File: config.mk
export PLATFORM = sky130hd
export DESIGN_NAME = packet_envelope_deframer_core
export DESIGN_NICKNAME = d
export VERILOG_FILES = /design/src/hw/rtl/ped_pkg.sv /design/src/hw/rtl/ped_cfg_regs.sv /design/src/hw/rtl/ped_parse.sv /design/src/hw/rtl/ped_result_reg.sv /design/src/hw/rtl/packet_envelope_deframer_core.sv
export SDC_FILE = /design/constraint.sdc
export NUM_CORES = 1
export LEC_CHECK = 0
export BUFFER_PORTS_ARGS = -buffer_cell sky130_fd_sc_hd__buf_2
export CAP_MARGIN = 10
export CELL_PAD_IN_SITES_DETAIL_PLACEMENT = 0
export CELL_PAD_IN_SITES_GLOBAL_PLACEMENT = 2
export CORE_MARGIN = 2
export CORE_UTILIZATION = 40
export DETAILED_ROUTE_END_ITERATION = 8
export PLACE_DENSITY_LB_ADDON = 0.1
export SLEW_MARGIN = 30
export SYNTH_ARGS = -nofsm -noshare
export SYNTH_HDL_FRONTEND = slang
export SYNTH_HIERARCHICAL = 1
export SYNTH_SLANG_ARGS = --single-unit
File: constraint.sdc
create_clock -name clk -period 35.5 [get_ports clk]
set_input_delay 5.325 -clock clk [delete_from_list [all_inputs] [get_ports clk]]
set_output_delay 5.325 -clock clk [all_outputs]
set_load 0.005 [all_outputs]
File: src/hw/rtl/ped_pkg.sv
// Package for the packet envelope deframer.
// Holds header layout constants, status and register codes, and the shared structs.
// No dependencies.
package ped_pkg;

  // Header layout, in byte offsets from the start of the packet.
  localparam int unsigned HEADER_BYTES = 28;
  localparam int unsigned OFS_VERSION  = 4;
  localparam int unsigned OFS_KIND     = 6;
  localparam int unsigned OFS_LENGTH   = 8;
  localparam int unsigned OFS_SESSION  = 12;
  localparam int unsigned OFS_SEQUENCE = 20;

  localparam int unsigned COUNT_W   = 32;
  localparam int unsigned CFG_IDX_W = 2;
  localparam int unsigned CFG_DATA_W = 32;

  // Reset values of the configuration registers.
  localparam logic [31:0] RST_MAGIC      = 32'd0;
  localparam logic [15:0] RST_VERSION    = 16'd1;
  localparam logic [31:0] RST_MAX_LENGTH = 32'd65536;
  localparam logic [15:0] RST_KIND_MASK  = 16'd511;

  // Configuration register indexes.
  typedef enum logic [CFG_IDX_W-1:0] {
    REG_MAGIC      = 2'd0,
    REG_VERSION    = 2'd1,
    REG_MAX_LENGTH = 2'd2,
    REG_KIND_MASK  = 2'd3
  } cfg_reg_t;

  // Packet status codes, in check order.
  typedef enum logic [2:0] {
    ST_OK        = 3'd0,
    ST_SHORT     = 3'd1,
    ST_MAGIC     = 3'd2,
    ST_VERSION   = 3'd3,
    ST_KIND      = 3'd4,
    ST_TOO_LARGE = 3'd5,
    ST_TRUNCATED = 3'd6,
    ST_TRAILING  = 3'd7
  } status_t;

  // Current configuration as seen by the parser.
  typedef struct packed {
    logic [31:0] expected_magic;
    logic [15:0] expected_version;
    logic [31:0] max_payload_length;
    logic [15:0] known_kind_mask;
  } cfg_t;

  // One result request.
  typedef struct packed {
    logic        has_payload_byte;
    logic [7:0]  payload_byte;
    logic        packet_done;
    status_t     status;
    logic [15:0] header_version;
    logic [15:0] message_kind;
    logic [31:0] payload_length;
    logic [63:0] session_id;
    logic [63:0] sequence_number;
  } result_t;

endpackage

File: src/hw/rtl/ped_cfg_regs.sv
// Configuration register file of the packet envelope deframer.
// Depends on ped_pkg for register indexes, reset values and cfg_t.
module ped_cfg_regs (
  input  logic                          clk,
  input  logic                          rst,
  input  logic                          cfg_we,
  input  logic [ped_pkg::CFG_IDX_W-1:0] cfg_index,
  input  logic [ped_pkg::CFG_DATA_W-1:0] cfg_data,
  output ped_pkg::cfg_t                 cfg
);

  ped_pkg::cfg_t regs;

  // Decode the index and update one register per write.
  always_ff @(posedge clk) begin
    if (rst) begin
      regs.expected_magic     <= ped_pkg::RST_MAGIC;
      regs.expected_version   <= ped_pkg::RST_VERSION;
      regs.max_payload_length <= ped_pkg::RST_MAX_LENGTH;
      regs.known_kind_mask    <= ped_pkg::RST_KIND_MASK;
    end else if (cfg_we) begin
      unique case (ped_pkg::cfg_reg_t'(cfg_index))
        ped_pkg::REG_MAGIC:      regs.expected_magic     <= cfg_data;
        ped_pkg::REG_VERSION:    regs.expected_version   <= cfg_data[15:0];
        ped_pkg::REG_MAX_LENGTH: regs.max_payload_length <= cfg_data;
        ped_pkg::REG_KIND_MASK:  regs.known_kind_mask    <= cfg_data[15:0];
        default: ;
      endcase
    end
  end

  assign cfg = regs;

endmodule

File: src/hw/rtl/ped_parse.sv
// Header capture, byte counter and per-byte result logic of the deframer.
// Depends on ped_pkg for the header layout, status codes, cfg_t and result_t.
module ped_parse (
  input  logic             clk,
  input  logic             rst,
  input  logic             step,
  input  logic [7:0]       data_byte,
  input  logic             end_of_packet,
  input  ped_pkg::cfg_t    cfg,
  output logic             has_result,
  output ped_pkg::result_t result
);

  localparam logic [ped_pkg::COUNT_W-1:0] POS_VERSION =
    ped_pkg::COUNT_W'(ped_pkg::OFS_VERSION);
  localparam logic [ped_pkg::COUNT_W-1:0] POS_KIND =
    ped_pkg::COUNT_W'(ped_pkg::OFS_KIND);
  localparam logic [ped_pkg::COUNT_W-1:0] POS_LENGTH =
    ped_pkg::COUNT_W'(ped_pkg::OFS_LENGTH);
  localparam logic [ped_pkg::COUNT_W-1:0] POS_SESSION =
    ped_pkg::COUNT_W'(ped_pkg::OFS_SESSION);
  localparam logic [ped_pkg::COUNT_W-1:0] POS_SEQUENCE =
    ped_pkg::COUNT_W'(ped_pkg::OFS_SEQUENCE);
  localparam logic [ped_pkg::COUNT_W-1:0] POS_HEADER =
    ped_pkg::COUNT_W'(ped_pkg::HEADER_BYTES);

  logic [ped_pkg::COUNT_W-1:0] byte_count, byte_count_next;
  logic [31:0] magic_shift, magic_shift_next;
  logic [15:0] version_shift, version_shift_next;
  logic [15:0] kind_shift, kind_shift_next;
  logic [31:0] length_shift, length_shift_next;
  logic [63:0] session_shift, session_shift_next;
  logic [63:0] sequence_shift, sequence_shift_next;

  logic                        kind_ok;
  logic                        header_ok;
  logic                        pass;
  logic [ped_pkg::COUNT_W-1:0] payload_pos;
  logic [ped_pkg::COUNT_W:0]   expect_size;
  logic [ped_pkg::COUNT_W:0]   size_ext;
  ped_pkg::status_t            status;

  // Shift the byte into the header field that owns its position.
  always_comb begin
    magic_shift_next    = magic_shift;
    version_shift_next  = version_shift;
    kind_shift_next     = kind_shift;
    length_shift_next   = length_shift;
    session_shift_next  = session_shift;
    sequence_shift_next = sequence_shift;
    if (byte_count < POS_VERSION) begin
      magic_shift_next = {magic_shift[23:0], data_byte};
    end else if (byte_count < POS_KIND) begin
      version_shift_next = {version_shift[7:0], data_byte};
    end else if (byte_count < POS_LENGTH) begin
      kind_shift_next = {kind_shift[7:0], data_byte};
    end else if (byte_count < POS_SESSION) begin
      length_shift_next = {length_shift[23:0], data_byte};
    end else if (byte_count < POS_SEQUENCE) begin
      session_shift_next = {session_shift[55:0], data_byte};
    end else if (byte_count < POS_HEADER) begin
      sequence_shift_next = {sequence_shift[55:0], data_byte};
    end
  end

  // The counter saturates at its top value.
  assign byte_count_next = (&byte_count) ? byte_count : byte_count + 1'b1;

  // Header checks on the fields as they stand after this byte.
  assign kind_ok = (kind_shift_next[15:4] == 12'd0) &&
                   cfg.known_kind_mask[kind_shift_next[3:0]];
  assign header_ok = (magic_shift_next == cfg.expected_magic) &&
                     (version_shift_next == cfg.expected_version) && kind_ok &&
                     (length_shift_next <= cfg.max_payload_length);

  // Payload bytes pass while inside the declared length of a good header.
  assign payload_pos = byte_count - POS_HEADER;
  assign pass = (byte_count >= POS_HEADER) && header_ok &&
                (payload_pos < length_shift);

  // Status of the packet, evaluated on its final byte.
  assign size_ext    = {1'b0, byte_count_next};
  assign expect_size = {1'b0, length_shift_next} + {1'b0, POS_HEADER};

  always_comb begin
    if (byte_count_next < POS_HEADER) begin
      status = ped_pkg::ST_SHORT;
    end else if (magic_shift_next != cfg.expected_magic) begin
      status = ped_pkg::ST_MAGIC;
    end else if (version_shift_next != cfg.expected_version) begin
      status = ped_pkg::ST_VERSION;
    end else if (!kind_ok) begin
      status = ped_pkg::ST_KIND;
    end else if (length_shift_next > cfg.max_payload_length) begin
      status = ped_pkg::ST_TOO_LARGE;
    end else if (size_ext < expect_size) begin
      status = ped_pkg::ST_TRUNCATED;
    end else if (size_ext > expect_size) begin
      status = ped_pkg::ST_TRAILING;
    end else begin
      status = ped_pkg::ST_OK;
    end
  end

  // Assemble the result; fields not carried are zero.
  always_comb begin
    has_result = pass || end_of_packet;
    result = '0;
    result.has_payload_byte = pass;
    result.payload_byte     = pass ? data_byte : 8'd0;
    if (end_of_packet) begin
      result.packet_done = 1'b1;
      result.status      = status;
      if (status != ped_pkg::ST_SHORT) begin
        result.header_version  = version_shift_next;
        result.message_kind    = kind_shift_next;
        result.payload_length  = length_shift_next;
        result.session_id      = session_shift_next;
        result.sequence_number = sequence_shift_next;
      end
    end
  end

  // Packet state advances per byte and clears after the final byte.
  always_ff @(posedge clk) begin
    if (rst || (step && end_of_packet)) begin
      byte_count     <= '0;
      magic_shift    <= '0;
      version_shift  <= '0;
      kind_shift     <= '0;
      length_shift   <= '0;
      session_shift  <= '0;
      sequence_shift <= '0;
    end else if (step) begin
      byte_count     <= byte_count_next;
      magic_shift    <= magic_shift_next;
      version_shift  <= version_shift_next;
      kind_shift     <= kind_shift_next;
      length_shift   <= length_shift_next;
      session_shift  <= session_shift_next;
      sequence_shift <= sequence_shift_next;
    end
  end

endmodule

File: src/hw/rtl/ped_result_reg.sv
// Output register of the deframer; holds one result request until taken.
// Depends on ped_pkg for result_t.
module ped_result_reg (
  input  logic             clk,
  input  logic             rst,
  input  logic             load,
  input  ped_pkg::result_t result_in,
  input  logic             out_stall,
  output logic             out_valid,
  output ped_pkg::result_t result_out
);

  // Valid flag: set on load, cleared once the request is taken.
  always_ff @(posedge clk) begin
    if (rst) begin
      out_valid <= 1'b0;
    end else if (load) begin
      out_valid <= 1'b1;
    end else if (!out_stall) begin
      out_valid <= 1'b0;
    end
  end

  // Payload register.
  always_ff @(posedge clk) begin
    if (load) begin
      result_out <= result_in;
    end
  end

endmodule

File: src/hw/rtl/packet_envelope_deframer_core.sv
// Flow: an accepted byte is held in the input register and parsed combinationally; its result
// is loaded into the output register when the byte moves on, which a stalled result can delay.
// Throughput: one byte per cycle through the input register and the output register;
// only a stalled result that blocks a new one holds the input.
// Reset: synchronous; clears the packet state, handshake flags and loads register defaults.
// Depends on ped_pkg, ped_cfg_regs, ped_parse and ped_result_reg.
module packet_envelope_deframer_core (
  input  logic                           clk,
  input  logic                           rst,
  input  logic                           cfg_we,
  input  logic [ped_pkg::CFG_IDX_W-1:0]  cfg_index,
  input  logic [ped_pkg::CFG_DATA_W-1:0] cfg_data,
  input  logic                           in_valid,
  output logic                           in_stall,
  input  logic [7:0]                     data_byte,
  input  logic                           end_of_packet,
  output logic                           out_valid,
  input  logic                           out_stall,
  output logic                           has_payload_byte,
  output logic [7:0]                     payload_byte,
  output logic                           packet_done,
  output logic [2:0]                     status,
  output logic [15:0]                    header_version,
  output logic [15:0]                    message_kind,
  output logic [31:0]                    payload_length,
  output logic [63:0]                    session_id,
  output logic [63:0]                    sequence_number
);

  ped_pkg::cfg_t    cfg;
  ped_pkg::result_t result_next;
  ped_pkg::result_t result_q;

  logic       in_q_valid;
  logic [7:0] in_q_byte;
  logic       in_q_eop;
  logic       has_result;
  logic       step;
  logic       load;
  logic       in_accept;

  ped_cfg_regs u_cfg_regs (
    .clk       (clk),
    .rst       (rst),
    .cfg_we    (cfg_we),
    .cfg_index (cfg_index),
    .cfg_data  (cfg_data),
    .cfg       (cfg)
  );

  // The held byte moves on unless its result would overwrite a stalled one.
  assign step      = in_q_valid && (!has_result || !out_valid || !out_stall);
  assign load      = step && has_result;
  assign in_stall  = in_q_valid && !step;
  assign in_accept = in_valid && !in_stall;

  // Input register.
  always_ff @(posedge clk) begin
    if (rst) begin
      in_q_valid <= 1'b0;
    end else if (in_accept) begin
      in_q_valid <= 1'b1;
    end else if (step) begin
      in_q_valid <= 1'b0;
    end
  end

  always_ff @(posedge clk) begin
    if (in_accept) begin
      in_q_byte <= data_byte;
      in_q_eop  <= end_of_packet;
    end
  end

  ped_parse u_parse (
    .clk           (clk),
    .rst           (rst),
    .step          (step),
    .data_byte     (in_q_byte),
    .end_of_packet (in_q_eop),
    .cfg           (cfg),
    .has_result    (has_result),
    .result        (result_next)
  );

  ped_result_reg u_result_reg (
    .clk        (clk),
    .rst        (rst),
    .load       (load),
    .result_in  (result_next),
    .out_stall  (out_stall),
    .out_valid  (out_valid),
    .result_out (result_q)
  );

  // Output fields.
  assign has_payload_byte = result_q.has_payload_byte;
  assign payload_byte     = result_q.payload_byte;
  assign packet_done      = result_q.packet_done;
  assign status           = result_q.status;
  assign header_version   = result_q.header_version;
  assign message_kind     = result_q.message_kind;
  assign payload_length   = result_q.payload_length;
  assign session_id       = result_q.session_id;
  assign sequence_number  = result_q.sequence_number;

  // A new result never replaces one that is still stalled.
  a_no_overwrite: assert property (@(posedge clk) disable iff (rst)
    load |-> !(out_valid && out_stall))
    else $error("result loaded over a stalled request");

  // Input is held back only while a byte waits in the input register.
  a_stall_needs_byte: assert property (@(posedge clk) disable iff (rst)
    in_stall |-> in_q_valid)
    else $error("input stalled with an empty input register");

  // A result that does not end a packet carries status ok.
  a_status_mid_packet: assert property (@(posedge clk) disable iff (rst)
    (out_valid && !packet_done) |-> (status == ped_pkg::ST_OK))
    else $error("nonzero status outside a final byte");

  // A short packet reports no header fields.
  a_short_zero_fields: assert property (@(posedge clk) disable iff (rst)
    (out_valid && packet_done && status == ped_pkg::ST_SHORT) |->
      (session_id == 64'd0 && payload_length == 32'd0))
    else $error("short packet reported header fields");

endmodule

* After elaboration in Yosys (flattened, before gate mapping) *
Cells that the tools add are included.

storage, ports and cells
  output and inout bits = 207
  bits in registers = 568

cells by class
  mux-type cells = 37
  magnitude comparators = 14
  $add $sub $neg = 3
  equality and inequality tests = 9
  reduce and logical (&&, ||, !) cells = 29

operators with widths
  kind                                                                number
  2-to-1 mux 64 bit                                                   11
  2-to-1 mux 196 bit                                                  1
  2-to-1 mux 192 bit                                                  1
  2-to-1 mux 32 bit                                                   6
  less-than comparator 32 x 5 -> 1 bit, second input constant         3
  2-to-1 mux 16 bit                                                   5
  less-than comparator 32 x 3 -> 1 bit, second input constant         2
  less-than comparator 32 x 4 -> 1 bit, second input constant         2
  adder 32 x 5 -> 33 bit, second input constant                       1
  > comparator 32 x 33 -> 1 bit                                       1
  less-than comparator 32 x 33 -> 1 bit                               1
  adder 32 x 1 -> 32 bit, second input constant                       1
  == test 32 bit                                                      1
  greater-or-equal comparator 32 x 5 -> 1 bit, second input constant  1
  > comparator 32 bit                                                 1
  less-or-equal comparator 32 bit                                     1
  less-than comparator 32 bit                                         1
  inequality test 32 bit                                              1
  AND reduction 32 bit                                                1
  subtractor 32 x 5 -> 32 bit, second input constant                  1
  2-to-1 mux 3 bit                                                    7
  == test 16 bit                                                      1
  inequality test 16 bit                                              1
  zero test 12 bit                                                    1
  other kinds (13)                                                    39

* Longest topological paths before layout *
Gate-level depths: netlist of the first run.

  depth after elaboration = 21
  mapped depth = 31
  depth with buffers taken out = 25

* By module *
Netlist of the first run, hierarchy kept.

modules (own cells, without submodules)
  module                         area an instance (um2)  cells each  seq. area each (um2)  instances
  ped_parse                      18248.8                 2689        5124.9                1
  ped_result_reg                 6184.7                  208         6175.9                1
  ped_cfg_regs                   3886.2                  361         1921.8                1
  packet_envelope_deframer_core  334.1                   19          290.3                 1

* Least setup slack after synthesis of the first run *
OpenSTA, ideal clock, no wires.

  kind = input -> register
  start = input out_stall
  end = register u_result_reg/result_out[0] (netlist name), enable pin
  setup time = 0.839 ns
  data arrival time = 15.214 ns
  slack = 19.447 ns
  path buffers = 0
  stages on the path = 1
  cell sequence = a21oi_1

on the way
  cells in the longest elaborated chain, start to end = 4

RTL lines
  what                  RTL line                             RTL
  start, declared       packet_envelope_deframer_core.sv:18  input logic out_stall,
  zero test 1 bit       --
  logical OR 1 bit      packet_envelope_deframer_core.sv:52  assign step = in_q_valid && (!has_result || !out_valid || !out_stall);
  logical AND 1 bit     packet_envelope_deframer_core.sv:52
  logical AND 1 bit     packet_envelope_deframer_core.sv:53  assign load = step && has_result;
  end signal, assigned  ped_result_reg.sv:27                 result_out <= result_in;
  end, declared         ped_result_reg.sv:10                 output ped_pkg::result_t result_out

Every way passes these cells.
A chain may end at the register's enable or synchronous reset.

==> results of run 1 <==
==> flip-flops by register name (all words and copies together), names as in the netlist <==
name / flops
in_q_eop: 1
in_q_valid: 1
u_result_reg/result_out: 205
u_parse/version_shift: 16
in_q_byte: 8
u_parse/session_shift: 64
u_result_reg/out_valid: 1
u_parse/byte_count: 32
u_parse/sequence_shift: 64
u_cfg_regs/cfg: 96
u_parse/kind_shift: 16
u_parse/length_shift: 32
u_parse/magic_shift: 32
==> cells by family (layout without fill, tap and decap cells) <==
logic type	after synthesis	in the layout
mux	151	151
other cells	0	1
fa+ha+maj	101	101
compound gates	563	563
flops	568	568
buf+inv	344	538
xor+xnor	185	185
simple gates	1365	1365
==> layout make-up <==
type,count,share of cell area [%]
well taps,950,3.619
clock inverters,29,0.9791
repair buffers,291,4.903
inverters,125,1.429
flip-flops and latches,568,41.15
clock buffers,93,5.749
multi-input cells,2365,42.17
diodes,1,0.007620
==> final timing paths <==
kind | startpoint | to | slack, ns | cells past startpoint
max | u_parse/byte_count[12]$_SDFFE_PP0P_ | in_stall | 23.34 | 20
min | u_parse/sequence_shift[60]$_SDFFE_PP0P_ | u_parse/sequence_shift[60]$_SDFFE_PP0P_ | 0.45 | 2
max reg2reg | u_parse/byte_count[12]$_SDFFE_PP0P_ | u_parse/byte_count[19]$_SDFFE_PP0P_ | 26.41 | 22
min reg2reg | u_parse/sequence_shift[60]$_SDFFE_PP0P_ | u_parse/sequence_shift[60]$_SDFFE_PP0P_ | 0.45 | 2
==> metal layers <==
layer | part of all wire, % | up-vias
li1 | - | 11450
met1 | 46 | 11320
met2 | 47 | 653
met3 | 5.0 | 106
met4 | 2.0 | 2
met5 | 0.014 | -
==> critical path, stage by stage (launching register included) <==
cell,delay (ns)
dfxtp_1,0.45
or4_4,0.62
nand4bb_1,0.66
or4_1,0.70
buf_4,0.32
mux2i_1,0.50
inv_1,0.10
ha_1,0.31
a21o_1,0.16
a21o_1,0.17
a21oi_1,0.13
o21a_1,0.13
o221ai_1,0.11
a21o_1,0.19
o21a_1,0.18
and2b_1,0.22
and4bb_1,0.49
or2_1,0.37
nand4_1,0.20
inv_1,0.08
buf_2,0.10
==> synth_stat cells (5+ instances only) <==
cell type	n	area, um^2
nand2_1	762	2860
xor2_1	65	569.3
clkbuf_1	161	604.3
nor4_1	33	206.5
nor2b_1	9	56.30
dfxtp_1	354	7087
a21o_1	15	112.6
a21oi_1	405	2027
and2_1	16	100.1
o21ai_0	33	165.2
ha_1	101	1264
xnor2_1	120	1051
buf_1	13	48.80
and3_1	14	87.58
a211oi_1	40	300.3
o21a_1	11	82.58
nor2_1	188	705.7
nor3_1	40	200.2
a31oi_1	13	81.33
buf_2	32	160.2
mux2i_1	144	1441
and4_1	6	52.55
o221ai_1	5	43.79
nand3_1	62	310.3
edfxtp_1	214	6426
mux2_2	6	67.56
nand4_1	55	344.1
or2_2	5	31.28
or3_1	14	87.58
buf_4	9	67.56
nand2b_1	125	782.0
inv_1	125	469.2
==> metrics by stage <==
stage | area [um^2] | total power, mW | std cells
after global placement | 30540 | 0.8068 | 4295
after CTS | 32810 | 1.512 | 4420
final | 32840 | 1.494 | 4422
after global routing | 32840 | 1.548 | 4421
after detailed placement | 30600 | 0.8089 | 4298
after floorplan | 28650 | 0.7725 | 3277
==> power by group through the flow <==
stage | Clock [mW] | Sequential, mW | Combinational, mW
global placement | 0 | 0.712 | 0.0945
detailed placement | 0 | 0.712 | 0.0966
floorplan | 0 | 0.710 | 0.0625
finish | 0.699 | 0.698 | 0.0968
CTS | 0.716 | 0.698 | 0.0971
global route | 0.742 | 0.699 | 0.107
==> cell usage in the layout, fill, tap and decap left out, types with 32 or more instances in the layout <==
| cell type | synthesis | final |
|---|---|---|
| xor2_1 | 65 | 65 |
| ha_1 | 101 | 101 |
| buf_2 | 32 | 253 |
| nor4_1 | 33 | 32 |
| clkbuf_16 | 0 | 70 |
| o21ai_0 | 33 | 33 |
| xnor2_1 | 120 | 120 |
| nand2b_1 | 125 | 125 |
| nor2_1 | 188 | 188 |
| nand4_1 | 55 | 55 |
| a211oi_1 | 40 | 40 |
| inv_1 | 125 | 125 |
| a21oi_1 | 405 | 403 |
| nor3_1 | 40 | 40 |
| nand2_1 | 762 | 758 |
| edfxtp_1 | 214 | 214 |
| dfxtp_1 | 354 | 354 |
| mux2i_1 | 144 | 144 |
| nand3_1 | 62 | 62 |
==> flow_metrics.env, run 1 <==
export IMPL_status="finished clean"
export IMPL_clk_path_buf_depth=3
export IMPL_antenna_found_initial=1
export IMPL_fillers=7026
export IMPL_numPortBuffers=254
export IMPL_drive_above_1_share_pct=12.45
export IMPL_postRouteAntennaNets=0
export IMPL_cp_max_fo=39
export IMPL_die_height_um=271.6
export IMPL_gp_congestion=0.8879
export IMPL_utilization_pct=46.10
export IMPL_skew_ns=0.03578
export IMPL_drcViolationCount=0
export IMPL_fmax_mhz=82.26
export IMPL_use_met3_pct=3.229
export IMPL_pwr_share_comb_pct=6.5
export IMPL_wl_mm=91.54
export IMPL_ioPinCount=255
export IMPL_path_class="reg2out"
export IMPL_num_vias=23520
export IMPL_p_int_mw=1.138
export IMPL_hold_violations=0
export IMPL_worstSetupEndpointType="output pin"
export IMPL_final_nets=3567
export IMPL_fin_crit_sh_pct=34.24
export IMPL_path_clk_slew_ns=0.05
export IMPL_synthAdderAreaFrac_pct=4.410
export IMPL_use_met2_pct=39.35
export IMPL_cts_resized=0
export IMPL_min_path_type="reg2reg"
export IMPL_maxCapViolCount=0
export IMPL_multi_input_area_um2=13850
export IMPL_p_leak_nw=12.10
export IMPL_drt_pass1_iterations=6
export IMPL_rows=98
export IMPL_place_hpwl_mm=62.13
export IMPL_cts_root_buffer="clkbuf_16"
export IMPL_synthCells=3277
export IMPL_core_um2=71240
export IMPL_grt_use_total_pct=24.27
export IMPL_holdWs_ns=0.4521
export IMPL_syn_area_um2=28650
export IMPL_holdBufCountCts=0
export IMPL_drtIter0Drc=1987
export IMPL_avgSynthCellArea_um2=8.744
export IMPL_numClockSinks=568
export IMPL_grt_busiest_layer="met2"
export IMPL_grt_max_degree=139
export IMPL_pwr_share_seq_pct=46.7
export IMPL_met1_usage_pct=34.22
export IMPL_synth_compound_area_share_pct=11.03
export IMPL_synth_seq_cells=568
export IMPL_grt_pass1_vias=22600
export IMPL_place_ws_ns=23.99
export IMPL_cts_made_buffers=67
export IMPL_start_util_pct=40.22
export IMPL_worst_pin_slew_ns=0.9538
export IMPL_cp_arrival_ns=6.83
export IMPL_p_per_area_nw_per_um2=45.50
export IMPL_htreeDepth=3
export IMPL_syn_to_final_growth_pct=14.62
export IMPL_insertion_delay_ns=0.61
export IMPL_wire_per_inst_um=20.70
export IMPL_final_max_slew_viol_count=0
export IMPL_ys_warn_count=6
export IMPL_setup_slack_ns=23.34
export IMPL_min_period_ns=12.16
export IMPL_grt_overflow=0
export IMPL_ys_seq_area_share_pct=47.16
export IMPL_grt_pass1_wl_mm=138.7
export IMPL_synthSimpleGateAreaFrac_pct=21.56
export IMPL_clockPowerShare_pct=46.8
export IMPL_ff_latch_area_um2=13510
export IMPL_via_per_inst=5.320
export IMPL_synth_xor_area_share_pct=5.655
export IMPL_fin_tns_setup_ns=0
export IMPL_p_sw_mw=0.3558
export IMPL_slew_headroom_pct=34.77
export IMPL_synth_edf_count=214
export IMPL_cts_setup_buffers=0
export IMPL_crit_required_ns=30.17
export IMPL_die_area_um2=73790
export IMPL_setup_viol=0
export IMPL_ys_flop_type="dfxtp_1"
export IMPL_synth_area_mux_share_pct=5.314
export IMPL_swShare_pct=23.81
export IMPL_tritoncts="done"
export IMPL_synth_nets=3426
export IMPL_synth_top_family_by_area="simple AND/OR/NAND/NOR gates"
export IMPL_async_flop_share_pct=0
export IMPL_yosysUniqueCellTypes=77
export IMPL_grt_setup_unrepaired="no"
export IMPL_peakVddDrop_v=0.00003531
export IMPL_die_w_um=271.6
export IMPL_cp_start_kind="register"
(Power assumes the default switching activity.)
==> inputs of run 2 (changes only) <==
- CORE_UTILIZATION: 40 -> 33
- clock period: 35.5 -> 10 ns (I/O delays scaled with it)
==> run 2 against run 1 <==
Core utilization down 7.6 points. Worst hold slack better by 0.00063 ns. Sequential power grew to 3.6 times the previous value. First-iteration DRC count fell by 20%. Total power rose to 3.6 times the previous value. Sequential share of layout area fell by 0.52 points. Largest cell class unchanged.
==> flow_metrics.env, run 2 (synthesized netlist as in run 1, its figures left out) <==
export IMPL_worst_pin_slew_ns=0.9522
export IMPL_rows=108
export IMPL_slowest_stage="nand4bb_1"
export IMPL_final_cell_mix="nand2_1 (759), a21oi_1 (403), dfxtp_1 (354), buf_2 (253), edfxtp_1 (214)"
export IMPL_min_period_ns=8.431
export IMPL_syn_to_final_growth_pct=16.08
export IMPL_mostFrequentLayoutCell="nand2_1"
export IMPL_ioPinCount=255
export IMPL_drcViolationCount=0
export IMPL_cp_startpoint="u_parse/byte_count[12]$_SDFFE_PP0P_"
export IMPL_status="finished clean"
export IMPL_cp_start_kind="register"
export IMPL_p_per_area_nw_per_um2=163.0
export IMPL_drive_above_1_share_pct=12.62
export IMPL_grt_use_total_pct=20.69
export IMPL_fmax_mhz=118.6
export IMPL_cp_cell_sequence="or4_4 -> nand4bb_1 -> or4_1 -> buf_4 -> mux2i_1 -> inv_1 -> ha_1 -> nand4_1 -> nor4_1 -> nand2_1 -> o21a_1 -> and2b_1 -> and4bb_1 -> or2_1 -> nand4_1 -> inv_1 -> buf_2"
export IMPL_tritoncts="done"
export IMPL_hold_violations=0
export IMPL_path_class="reg2out"
export IMPL_wl_mm=94.51
export IMPL_fin_crit_sh_pct=84.31
export IMPL_num_vias=23590
export IMPL_grt_max_degree=165
export IMPL_cts_made_buffers=69
export IMPL_r2r_start="u_parse/byte_count[12]$_SDFFE_PP0P_"
export IMPL_worstSetupEndpointType="output pin"
export IMPL_setup_viol=0
export IMPL_drt_pass1_iterations=5
export IMPL_p_total_mw=5.423
export IMPL_cp_max_fo=39
export IMPL_critPathBufInv=4
export IMPL_slew_headroom_pct=35.94
export IMPL_insertion_delay_ns=0.62
export IMPL_wl_met3_mm=4.378
export IMPL_min_path_type="reg2reg"
export IMPL_antenna_found_initial=2
export IMPL_die_height_um=298.7
export IMPL_hp_start="u_parse/sequence_shift[56]$_SDFFE_PP0P_"
export IMPL_max_flop_register="u_result_reg/result_out"
export IMPL_gp_congestion=0.8375
export IMPL_htreeDepth=3
export IMPL_postRouteAntennaNets=0
export IMPL_top_layer="met4"
export IMPL_fillers=8832
export IMPL_grt_pass1_wl_mm=143.3
export IMPL_core_um2=86350
export IMPL_skew_ns=0.03483
export IMPL_cp_top_family="simple AND/OR/NAND/NOR gates"
export IMPL_via_per_inst=5.089
export IMPL_largest_reg_flops=205
export IMPL_die_w_um=298.7
export IMPL_cts_setup_buffers=0
export IMPL_holdBufCountCts=0
export IMPL_met2WireLength_mm=44.66
export IMPL_peakVddDrop_v=0.0001154
export IMPL_grt_pass1_vias=22770
export IMPL_cts_root_buffer="clkbuf_16"
export IMPL_place_hpwl_mm=65.28
export IMPL_final_max_slew_viol_count=0
export IMPL_die_area_um2=89200
export IMPL_path_clk_slew_ns=0.05
export IMPL_cts_resized=0
export IMPL_cpPeakStageDelay_ns=0.73
export IMPL_fin_tns_setup_ns=0
export IMPL_cp_arrival_ns=6.93
export IMPL_start_util_pct=33.18
export IMPL_crit_required_ns=8.50
export IMPL_numClockSinks=568
export IMPL_grt_overflow=0
export IMPL_final_nets=3573
export IMPL_grt_setup_unrepaired="no"
export IMPL_maxCapViolCount=0
export IMPL_numPortBuffers=254
export IMPL_p_leak_nw=12.16
export IMPL_drtIter0Drc=1592
export IMPL_wire_per_inst_um=20.39
export IMPL_met1_length_mm=44.04
export IMPL_clk_path_buf_depth=3
[run 2: cell types whose count changed in the layout (fill, tap and decap cells not counted), moves of 2 or more]
cell	delta
buf_12	+3
buf_4	+5
buf_6	-4
bufinv_16	+2
clkbuf_1	+2
clkbuf_16	+2
clkinv_1	-2
clkinv_2	-4
clkinvlp_4	+4
[run 2: worst paths after layout]
check / depth (start not counted) / slack [ns] / end
max: 17 / 1.57 / in_stall
min: 2 / 0.45 / u_parse/sequence_shift[56]$_SDFFE_PP0P_
max reg2reg: 20 / 2.02 / u_parse/sequence_shift[42]$_SDFFE_PP0P_
min reg2reg: 2 / 0.45 / u_parse/sequence_shift[56]$_SDFFE_PP0P_
[run 2: through the flow]
step	setup WS, ns	hold slack, ns	instance area (um^2)	cells	utilization, %
floorplan	1.377	0.4366	28670	3277	-
global placement	2.146	0.4420	30880	4506	35.76
detailed placement	2.059	0.4468	30920	4508	35.81
CTS	1.579	0.4545	33250	4634	38.51
global route	1.084	0.4669	33260	4634	38.52
finish	1.569	0.4527	33260	4636	38.52
[run 2: area by class of cell]
cell class | count | area [um^2] | area share (%)
Sequential cell | 568 | 13510 | 40.63
Inverter | 125 | 469.2 | 1.411
Timing Repair Buffer | 295 | 1650 | 4.962
Tap cell | 1155 | 1445 | 4.345
Clock inverter | 29 | 386.6 | 1.162
Multi-Input combinational cell | 2365 | 13850 | 41.63
Antenna cell | 2 | 5.005 | 0.01505
Clock buffer | 97 | 1946 | 5.849
[run 2: worst register-to-register path, cell delays in order, from the launching register on]
cell and delay (ns):
dfxtp_1 0.43, or4_4 0.62, nand4bb_1 0.73, or4_1 0.73, buf_4 0.30, mux2i_1 0.56
inv_1 0.11, ha_1 0.31, nand4_1 0.17, nor4_1 0.63, a21o_1 0.19, o21a_1 0.13
and2b_1 0.20, and4bb_1 0.37, or2_1 0.35, a31oi_4 0.48, buf_4 0.47, and2_2 0.22
buf_4 0.59, nand2_1 0.17, a21oi_1 0.14
[run 2: power by group]
group / total (mW) / internal [mW] / switching [mW]
Combinational: 0.348 / 0.126 / 0.221
Sequential: 2.48 / 2.43 / 0.0429
Clock: 2.60 / 1.57 / 1.03
Total: 5.42 / 4.13 / 1.29
[run 2: per-layer routing]
| layer | track usage (%) | vias up |
|---|---|---|
| met5 | 0 | - |
| met4 | 4.582 | 0 |
| met3 | 2.806 | 100 |
| met2 | 34.03 | 568 |
| met1 | 28.87 | 11470 |
| li1 | - | 11450 |
